[src/sv/timer_ordered_task_scheduler_unit_assert.svh]
// Assertion macros shared by the scheduler RTL.
`ifndef TIMER_ORDERED_TASK_SCHEDULER_UNIT_ASSERT_SVH
`define TIMER_ORDERED_TASK_SCHEDULER_UNIT_ASSERT_SVH

// Same-cycle implication, checked outside reset.
`define TOTSU_ASSERT_NOW(lbl, ante, cons, msg) \
  lbl: assert property (@(posedge clk_i) disable iff (!rst_ni) (ante) |-> (cons)) \
    else $error(msg);

// Next-cycle implication, checked outside reset.
`define TOTSU_ASSERT_NEXT(lbl, ante, cons, msg) \
  lbl: assert property (@(posedge clk_i) disable iff (!rst_ni) (ante) |=> (cons)) \
    else $error(msg);

`endif

[src/sv/totsu_pkg.sv]
`timescale 1ns / 1ps
package totsu_pkg;

  localparam int POOL_SLOTS = 32;
  localparam int SLOT_W     = $clog2(POOL_SLOTS);
  localparam int CNT_W      = SLOT_W + 1;

  // Request codes
  localparam logic [2:0] REQ_POLL     = 3'd0;
  localparam logic [2:0] REQ_PERIODIC = 3'd1;
  localparam logic [2:0] REQ_SLEEP    = 3'd2;
  localparam logic [2:0] REQ_WAIT     = 3'd3;
  localparam logic [2:0] REQ_ADJUST   = 3'd4;
  localparam logic [2:0] REQ_WAKE     = 3'd5;
  localparam logic [2:0] REQ_CANCEL   = 3'd6;

  // Result codes
  localparam logic [2:0] KIND_DONE     = 3'd0;
  localparam logic [2:0] KIND_DISPATCH = 3'd1;
  localparam logic [2:0] KIND_ALLOC    = 3'd2;
  localparam logic [2:0] KIND_FAULT    = 3'd3;
  localparam logic [2:0] KIND_NODUE    = 3'd4;

  // Register indexes
  localparam logic [1:0] REG_TICK_RATE = 2'd0;
  localparam logic [1:0] REG_MAX_IVL   = 2'd1;
  localparam logic [1:0] REG_WAIT_IVL  = 2'd2;

  typedef enum logic [2:0] {
    M_FREE, M_CANCEL, M_SLEEP, M_PERIODIC, M_WAIT, M_WAKE
  } mode_e;

  typedef enum logic [4:0] {
    ST_IDLE, ST_DECODE, ST_SCHED_WR, ST_CV1, ST_CV2, ST_CV3, ST_ADJ_CHK, ST_WAKE,
    ST_CAN, ST_UPD_CHK, ST_UPD_FIND, ST_UPD_REM, ST_UPD_NEXT, ST_HEAD, ST_HEAD_RUN,
    ST_INS_SCAN, ST_INS_PUT, ST_OUT
  } state_e;

  typedef enum logic [4:0] {
    OP_NONE, OP_LOAD, OP_POP, OP_SEL_H, OP_FAULT, OP_NODUE, OP_PEND_CLR, OP_IDX_CLR,
    OP_IDX_INC, OP_SLOT_INC, OP_UPD_REM, OP_INS_PUT, OP_HEAD_SEL, OP_HEAD_RUN,
    OP_SCHED_WR, OP_CV1, OP_CV2, OP_CV3, OP_WAKE_SET, OP_CAN_HIT, OP_CAN_END
  } op_e;

  typedef struct packed {
    op_e  op;
    logic addr_list;  // slot address taken from the ordered list at the scan index
  } cmd_t;

  typedef struct packed {
    logic [2:0] req;
    logic       pend;
    logic       fc_zero;
    logic       list_empty;
    logic       idx_end;
    mode_e      mode;
    logic       slot_match;
    logic       key_before;
    logic       not_due;
    logic       hit;
    logic       slot_last;
  } sts_t;

endpackage

[src/sv/totsu_ctrl.sv]
`timescale 1ns / 1ps
module totsu_ctrl (
  input  logic            clk_i,
  input  logic            rst_ni,
  input  logic            in_valid_i,
  output logic            in_ready_o,
  output logic            out_valid_o,
  input  logic            out_ready_i,
  input  totsu_pkg::sts_t sts_i,
  output totsu_pkg::cmd_t cmd_o
);

  totsu_pkg::state_e state_q, state_d;
  logic              upd_q, upd_d;  // inserting on behalf of the pending-update pass

  always_ff @(posedge clk_i or negedge rst_ni) begin
    if (!rst_ni) begin
      state_q <= totsu_pkg::ST_IDLE;
      upd_q   <= 1'b0;
    end else begin
      state_q <= state_d;
      upd_q   <= upd_d;
    end
  end

  // Next state
  always_comb begin
    state_d = state_q;
    upd_d   = upd_q;
    case (state_q)
      totsu_pkg::ST_IDLE: if (in_valid_i) state_d = totsu_pkg::ST_DECODE;
      totsu_pkg::ST_DECODE: begin
        case (sts_i.req)
          totsu_pkg::REQ_POLL: begin
            if (sts_i.pend) begin
              state_d = totsu_pkg::ST_UPD_CHK;
              upd_d   = 1'b1;
            end else begin
              state_d = totsu_pkg::ST_HEAD;
            end
          end
          totsu_pkg::REQ_PERIODIC, totsu_pkg::REQ_SLEEP, totsu_pkg::REQ_WAIT:
            state_d = sts_i.fc_zero ? totsu_pkg::ST_OUT : totsu_pkg::ST_SCHED_WR;
          totsu_pkg::REQ_ADJUST: state_d = totsu_pkg::ST_ADJ_CHK;
          totsu_pkg::REQ_WAKE:   state_d = totsu_pkg::ST_WAKE;
          totsu_pkg::REQ_CANCEL: state_d = totsu_pkg::ST_CAN;
          default:               state_d = totsu_pkg::ST_OUT;
        endcase
      end
      totsu_pkg::ST_SCHED_WR:
        state_d = (sts_i.req == totsu_pkg::REQ_WAIT) ? totsu_pkg::ST_INS_SCAN
                                                      : totsu_pkg::ST_CV1;
      totsu_pkg::ST_CV1: state_d = totsu_pkg::ST_CV2;
      totsu_pkg::ST_CV2: state_d = totsu_pkg::ST_CV3;
      totsu_pkg::ST_CV3:
        state_d = (sts_i.req == totsu_pkg::REQ_ADJUST) ? totsu_pkg::ST_OUT
                                                        : totsu_pkg::ST_INS_SCAN;
      totsu_pkg::ST_ADJ_CHK:
        state_d = (sts_i.mode != totsu_pkg::M_FREE) ? totsu_pkg::ST_CV1 : totsu_pkg::ST_OUT;
      totsu_pkg::ST_WAKE: state_d = totsu_pkg::ST_OUT;
      totsu_pkg::ST_CAN: if (sts_i.idx_end) state_d = totsu_pkg::ST_OUT;
      totsu_pkg::ST_UPD_CHK:
        state_d = (sts_i.mode == totsu_pkg::M_CANCEL || sts_i.mode == totsu_pkg::M_WAKE)
                  ? totsu_pkg::ST_UPD_FIND : totsu_pkg::ST_UPD_NEXT;
      totsu_pkg::ST_UPD_FIND: begin
        if (sts_i.idx_end) state_d = totsu_pkg::ST_UPD_NEXT;
        else if (sts_i.slot_match) state_d = totsu_pkg::ST_UPD_REM;
      end
      totsu_pkg::ST_UPD_REM:
        state_d = (sts_i.mode == totsu_pkg::M_CANCEL) ? totsu_pkg::ST_UPD_NEXT
                                                       : totsu_pkg::ST_INS_SCAN;
      totsu_pkg::ST_UPD_NEXT: begin
        if (sts_i.slot_last) begin
          state_d = totsu_pkg::ST_HEAD;
          upd_d   = 1'b0;
        end else begin
          state_d = totsu_pkg::ST_UPD_CHK;
        end
      end
      totsu_pkg::ST_HEAD:
        state_d = sts_i.list_empty ? totsu_pkg::ST_OUT : totsu_pkg::ST_HEAD_RUN;
      totsu_pkg::ST_HEAD_RUN:
        state_d = (sts_i.not_due || sts_i.mode == totsu_pkg::M_CANCEL)
                  ? totsu_pkg::ST_OUT : totsu_pkg::ST_INS_SCAN;
      totsu_pkg::ST_INS_SCAN:
        if (sts_i.idx_end || sts_i.key_before) state_d = totsu_pkg::ST_INS_PUT;
      totsu_pkg::ST_INS_PUT:
        state_d = upd_q ? totsu_pkg::ST_UPD_NEXT : totsu_pkg::ST_OUT;
      totsu_pkg::ST_OUT: if (out_ready_i) state_d = totsu_pkg::ST_IDLE;
      default: state_d = totsu_pkg::ST_IDLE;
    endcase
  end

  // Outputs and datapath commands
  always_comb begin
    in_ready_o      = 1'b0;
    out_valid_o     = 1'b0;
    cmd_o.op        = totsu_pkg::OP_NONE;
    cmd_o.addr_list = 1'b0;
    case (state_q)
      totsu_pkg::ST_IDLE: begin
        in_ready_o = 1'b1;
        if (in_valid_i) cmd_o.op = totsu_pkg::OP_LOAD;
      end
      totsu_pkg::ST_DECODE: begin
        case (sts_i.req)
          totsu_pkg::REQ_POLL:
            if (sts_i.pend) cmd_o.op = totsu_pkg::OP_PEND_CLR;
          totsu_pkg::REQ_PERIODIC, totsu_pkg::REQ_SLEEP, totsu_pkg::REQ_WAIT:
            cmd_o.op = sts_i.fc_zero ? totsu_pkg::OP_FAULT : totsu_pkg::OP_POP;
          totsu_pkg::REQ_ADJUST, totsu_pkg::REQ_WAKE: cmd_o.op = totsu_pkg::OP_SEL_H;
          totsu_pkg::REQ_CANCEL: cmd_o.op = totsu_pkg::OP_IDX_CLR;
          default: cmd_o.op = totsu_pkg::OP_NONE;
        endcase
      end
      totsu_pkg::ST_SCHED_WR: cmd_o.op = totsu_pkg::OP_SCHED_WR;
      totsu_pkg::ST_CV1:      cmd_o.op = totsu_pkg::OP_CV1;
      totsu_pkg::ST_CV2:      cmd_o.op = totsu_pkg::OP_CV2;
      totsu_pkg::ST_CV3:      cmd_o.op = totsu_pkg::OP_CV3;
      totsu_pkg::ST_WAKE:     cmd_o.op = totsu_pkg::OP_WAKE_SET;
      totsu_pkg::ST_CAN: begin
        cmd_o.addr_list = 1'b1;
        if (sts_i.idx_end) cmd_o.op = totsu_pkg::OP_CAN_END;
        else if (sts_i.hit) cmd_o.op = totsu_pkg::OP_CAN_HIT;
        else cmd_o.op = totsu_pkg::OP_IDX_INC;
      end
      totsu_pkg::ST_UPD_CHK:
        if (sts_i.mode == totsu_pkg::M_CANCEL || sts_i.mode == totsu_pkg::M_WAKE)
          cmd_o.op = totsu_pkg::OP_IDX_CLR;
      totsu_pkg::ST_UPD_FIND: begin
        cmd_o.addr_list = 1'b1;
        if (!sts_i.idx_end && !sts_i.slot_match) cmd_o.op = totsu_pkg::OP_IDX_INC;
      end
      totsu_pkg::ST_UPD_REM: cmd_o.op = totsu_pkg::OP_UPD_REM;
      totsu_pkg::ST_UPD_NEXT:
        if (!sts_i.slot_last) cmd_o.op = totsu_pkg::OP_SLOT_INC;
      totsu_pkg::ST_HEAD:
        cmd_o.op = sts_i.list_empty ? totsu_pkg::OP_NODUE : totsu_pkg::OP_HEAD_SEL;
      totsu_pkg::ST_HEAD_RUN: begin
        if (sts_i.not_due) cmd_o.op = totsu_pkg::OP_NODUE;
        else if (sts_i.mode != totsu_pkg::M_CANCEL) cmd_o.op = totsu_pkg::OP_HEAD_RUN;
      end
      totsu_pkg::ST_INS_SCAN: begin
        cmd_o.addr_list = 1'b1;
        if (!sts_i.idx_end && !sts_i.key_before) cmd_o.op = totsu_pkg::OP_IDX_INC;
      end
      totsu_pkg::ST_INS_PUT: cmd_o.op = totsu_pkg::OP_INS_PUT;
      totsu_pkg::ST_OUT: out_valid_o = 1'b1;
      default: cmd_o.op = totsu_pkg::OP_NONE;
    endcase
  end

endmodule

[config.mk]
export PLATFORM = sky130hd
export DESIGN_NAME = totsu_ctrl
export DESIGN_NICKNAME = d
export VERILOG_FILES = /design/src/sv/timer_ordered_task_scheduler_unit_assert.svh /design/src/sv/totsu_pkg.sv /design/src/sv/totsu_ctrl.sv
export SDC_FILE = /design/constraint.sdc
export NUM_CORES = 1
export LEC_CHECK = 0
export ABC_AREA = 1
export CAP_MARGIN = 20
export CORE_MARGIN = 5
export CORE_UTILIZATION = 55
export DETAILED_ROUTE_END_ITERATION = 7
export DONT_BUFFER_PORTS = 1
export PLACE_DENSITY_LB_ADDON = 0.3
export SYNTH_ARGS = -nofsm -noshare
export SYNTH_HDL_FRONTEND = slang
export SYNTH_SLANG_ARGS = --single-unit
[constraint.sdc]
create_clock -name clk_i -period 3.1 [get_ports clk_i]
set_input_delay 0.155 -clock clk_i [delete_from_list [all_inputs] [get_ports clk_i]]
set_output_delay 0.155 -clock clk_i [all_outputs]
set_load 0.005 [all_outputs]
# Yosys cells after proc, flatten, opt, wreduce, memory -nomap -nowiden
# Cells that the tools add are included.
# totals
regBits	6
in_bits	19
latch_bits	0
memories	0
mem_bits_rw	0
out_inout_bits	8
mem_bits_ro	0
# op_classes
mul	0
n_shift	0
n_div	0
bitwise_logic	0
muxes	40
magnitude_cmp	0
eq_ne	34
addsub	0
n_reduce_logical	17
# ops
op	count
5-bit one-hot mux with 18 select lines	1
5-bit one-hot mux with 16 select lines	1
5-bit two-way mux	14
5-bit by 4-bit equality test with 1-bit output (second input constant)	8
4-bit two-way mux	7
5-bit one-hot mux with 5 select lines	1
5-bit by 3-bit equality test with 1-bit output (second input constant)	4
5-bit one-hot mux with 4 select lines	1
3-bit two-way mux	6
2-bit inequality test (second input constant)	7
3-bit equality test (second input constant)	4
5-bit by 2-bit equality test with 1-bit output (second input constant)	2
5-bit equality test (second input constant)	2
1-bit two-way mux	7
3-bit by 1-bit equality test with 1-bit output (second input constant)	2
3-bit by 2-bit equality test with 1-bit output (second input constant)	2
3-bit OR reduction	2
5-bit by 1-bit equality test with 1-bit output (second input constant)	1
5-bit logical NOT	1
5-bit AND reduction	1
4-bit AND reduction	1
1-bit logical NOT	3
3-bit logical NOT	1
1-bit logical OR	3
8 further kinds	9

# Logic depth before layout (Yosys ltp)
# depth
ltp_word	4
depth_mapped	11
mapped_depth_nobuf	10

# Worst setup path after synthesis
# No wires, ideal clock.
# synth_timing
path_kind	register -> output
start	register state_q[0]
end	output cmd_o[4] in the netlist's numbering
stages_incl_launch_ff	10
path_buffers	1
t_arrival_ps	1245
path_slack_ps	1700
required_time_ps	2945
cell_sequence	dfrtp_1 > buf_4 > nor2_4 > nand2_1 > nor2_2 > nand2_1 > nand2_1 > nand3b_1 > nand2_1 > nand2_1
# synth_lines
item	line_no	source
from (decl)	totsu_ctrl.sv:13	totsu_pkg::state_e state_q, state_d;
from (signal assigned)	totsu_ctrl.sv:18	state_q <= totsu_pkg::ST_IDLE;
from (signal assigned)	totsu_ctrl.sv:21	state_q <= state_d;
to (decl)	totsu_ctrl.sv:10	output totsu_pkg::cmd_t cmd_o

==> impl_results.md <==
- Status: completed
- Fin Clk Skew: 0.00502 ns
- Hold path endpoint: upd_q
- P_int: 0.360 mW
- Max incr delay on CP: 0.52 ns
- Min Clock Period, post-route: 2.01 ns
- Die height: 54.3 um
- Flops & latches, synth: 6
- Leak: 0.640 nW
- Setup Viol. Count Final: 0
- Post-Place Cells: 235
- Sequential power share: 21.1%
- Via-per-instance ratio: 5.82
- Reg clk slew, reported paths: 0.04 ns
- Grt ovf: 0
- # IOs: 27
- Metal3 WL: 420 um
- Vias post-DR: 1390
- F_max: 0.498 GHz
- # Max-Cap Violations: 0
- M1 WL: 1300 um
- Clock root buffer: clkbuf_4
- Routed WL: 3280 um
- TritonCTS clock tree: done
- Comb power frac: 71.1%
- Critical R2R Capture: state_q[3]
- Post-route insts no fill: 239
- CTS buffer count: 3
- Worst hold path class: in2reg
- Initial antenna violation count: 0
- Setup TNS: 0 ns
- Register area share after synthesis: 13.9%
- P_sw: 0.551 mW
- Total power: 0.911 mW
- Most frequent cells in the layout: nand2_1, nor2_1, inv_1
- Required time of the critical path: 2.94 ns
- Clock network latency to the later pin of the worst-skew pair: 0.25 ns
- Area Overhead vs Synth: 4.75%
- Maximum root-to-sink buffer count: 2
- CP dominant cell by count: nand2_1
- Most common cell after layout, fill and taps aside: nand2_1
- Peak supply drop: 622 uV
- Post-cts resize count: 0
- Layout cells sized above 1: 11.8%
- Largest net degree at the start of global routing: 12
- Estimated wirelength of the detail-placed design: 2790 um
- CP cell instances: nor2_1, nand2_1, nor2_2, nand3_1, nand3b_1, nand2_1, nand2_1
- Fin. Hold Viols: 0
- Die width: 54.3 um
- Synthesized area per cell: 5.14 um^2
- Mapped Area: 1080 um^2
- Reg2reg start: state_q[0]
- Synth cell types: 22
- Routability cong.: 1.06
- Die area: 2950 um^2
- Worst Path Max Fanout: 9
- Fin nets: 233
- Largest delay share family, worst path: simple AND/OR/NAND/NOR gates
- Measured slew at the worst slew-check pin: 0.472 ns
- Antenna Cells: 0
- Clock power share: 7.8%
- Cell Rows: 16
- Pwr/cell area: 805 nW/um^2
- Vias in the first global route: 1270
- Worst min-delay path startpoint: sts_i[0]
- Worst Path Buf+Inv: 0
- Hold Path Stages: 3
- GRT Util Overall: 25.1%
- H-tree depth: 1
- Reg2reg setup slack: 1.39 ns
- Worst R2R Path Depth: 9
- Final period util: 64.8%
- Port Buffers: 0
- TritonRoute pass-1 iters: 7
- Detailed-route DRC error count: 0
- Syn Inst Count: 210
- Slowest-stage cell, CP: dfrtp_1
- Crit. End Element: output pin
- Initial DRC Count: 91
- Clock sink total: 6
- Warnings, synthesis: 0
- Initial Util: 56.2%
- Switching fraction of total power: 60.5%
- Met2 Wirelength: 1480 um
- Final Max Tran Viols: 0
- Arrival time at the worst endpoint: 1.85 ns
- Final design utilization: 58.9%
- Slew Limit Headroom: 68.6%
- RSZ-0062 raised after global routing: false
- Crit Path Class: reg2out
- Mapped Nets: 229
- Max Used Layer: met4
- First-pass GRT wire length: 5490 um
- Post-DRT Antenna Nets: 0
- Startpoint Class: register
- Core area: 1920 um^2
- Average wire per standard cell: 13.7 um
[per-layer routing]
layer,track usage (%),up-vias
li1,-,679
met1,32.2,602
met2,39.2,101
met3,7.36,8
met4,9.96,0
met5,0,-
[power by group through the flow]
| stage | Sequential (mW) | Combinational (mW) | Clock [mW] |
|---|---|---|---|
| after global placement | 0.189 | 0.640 | 0 |
| final | 0.192 | 0.648 | 0.0710 |
| after CTS | 0.189 | 0.637 | 0.0740 |
| after global routing | 0.199 | 0.731 | 0.0778 |
| after detailed placement | 0.190 | 0.632 | 0 |
| after floorplan | 0.148 | 0.542 | 0 |
[worst min-delay path, stage by stage]
cell	delay (ns)
nand2_1	0.05
inv_2	0.06
a21oi_1	0.04
[final cells by class]
| type | instances | area (um^2) |
|---|---|---|
| well taps | 27 | 33.8 |
| inverters | 31 | 116 |
| flip-flops and latches | 6 | 150 |
| multi-input cells | 171 | 798 |
| fillers | 217 | 791 |
| repair buffers | 1 | 10.0 |
| clock buffers | 3 | 22.5 |
[flip-flops by register name (all words and copies together) (netlist names)]
| register | cells |
|---|---|
| state_q | 5 |
| upd_q | 1 |
[stage by stage]
step / setup slack (ns) / hold WS, ns / cell area (um^2)
after floorplan: 1.70 / -0.141 / 1080
after global placement: 1.43 / -0.140 / 1100
after detailed placement: 1.41 / -0.140 / 1100
after CTS: 1.14 / 0.0974 / 1130
after global routing: 0.934 / 0.114 / 1130
final: 1.09 / 0.101 / 1130
[cells in the mapped netlist, drive strengths merged]
| cell | n | area [um^2] |
|---|---|---|
| nand2 | 77 | 302 |
| nor2 | 41 | 191 |
| inv | 30 | 113 |
| nand3 | 19 | 105 |
| o21ai | 8 | 40.0 |
| nand4 | 7 | 43.8 |
| a21oi | 6 | 30.0 |
| dfrtp | 6 | 150 |
| nor3 | 5 | 25.0 |
| nand3b | 4 | 30.0 |
| buf | 2 | 15.0 |
| o211ai | 2 | 15.0 |
| a211oi | 1 | 7.51 |
| clkinv | 1 | 3.75 |
| o2111ai | 1 | 8.76 |
[how the worst max path moves through the flow]
stage	start	cells after the start	endpoint	slack [ns]
3_5_place_dp	state_q[0]	7	cmd_o[4]	1.41
4_1_cts	state_q[0]	7	cmd_o[4]	1.14
2_1_floorplan	state_q[0]	9	cmd_o[4]	1.70
3_3_place_gp	state_q[1]	8	cmd_o[4]	1.43
6_report	state_q[0]	7	cmd_o[4]	1.09
5_1_grt	state_q[1]	8	cmd_o[4]	0.93
[cells by family (layout without fill, tap and decap cells)]
| group | after synthesis | count (layout) | synth area share [%] |
|---|---|---|---|
| AND/OR/NAND/NOR | 153 | 153 | 64.5 |
| flip-flops | 6 | 6 | 13.9 |
| AO/OA/AOI/OAI | 18 | 18 | 9.39 |
| buffers and inverters | 33 | 35 | 12.2 |
[timing repair]
| item | CTS | global route |
|---|---|---|
| buffers inserted | 0 | 0 |
| hold buffers | 1 | 0 |
| hold endpoints to repair | 6 | 0 |
No activity file was read; power rests on OpenSTA's default activity.
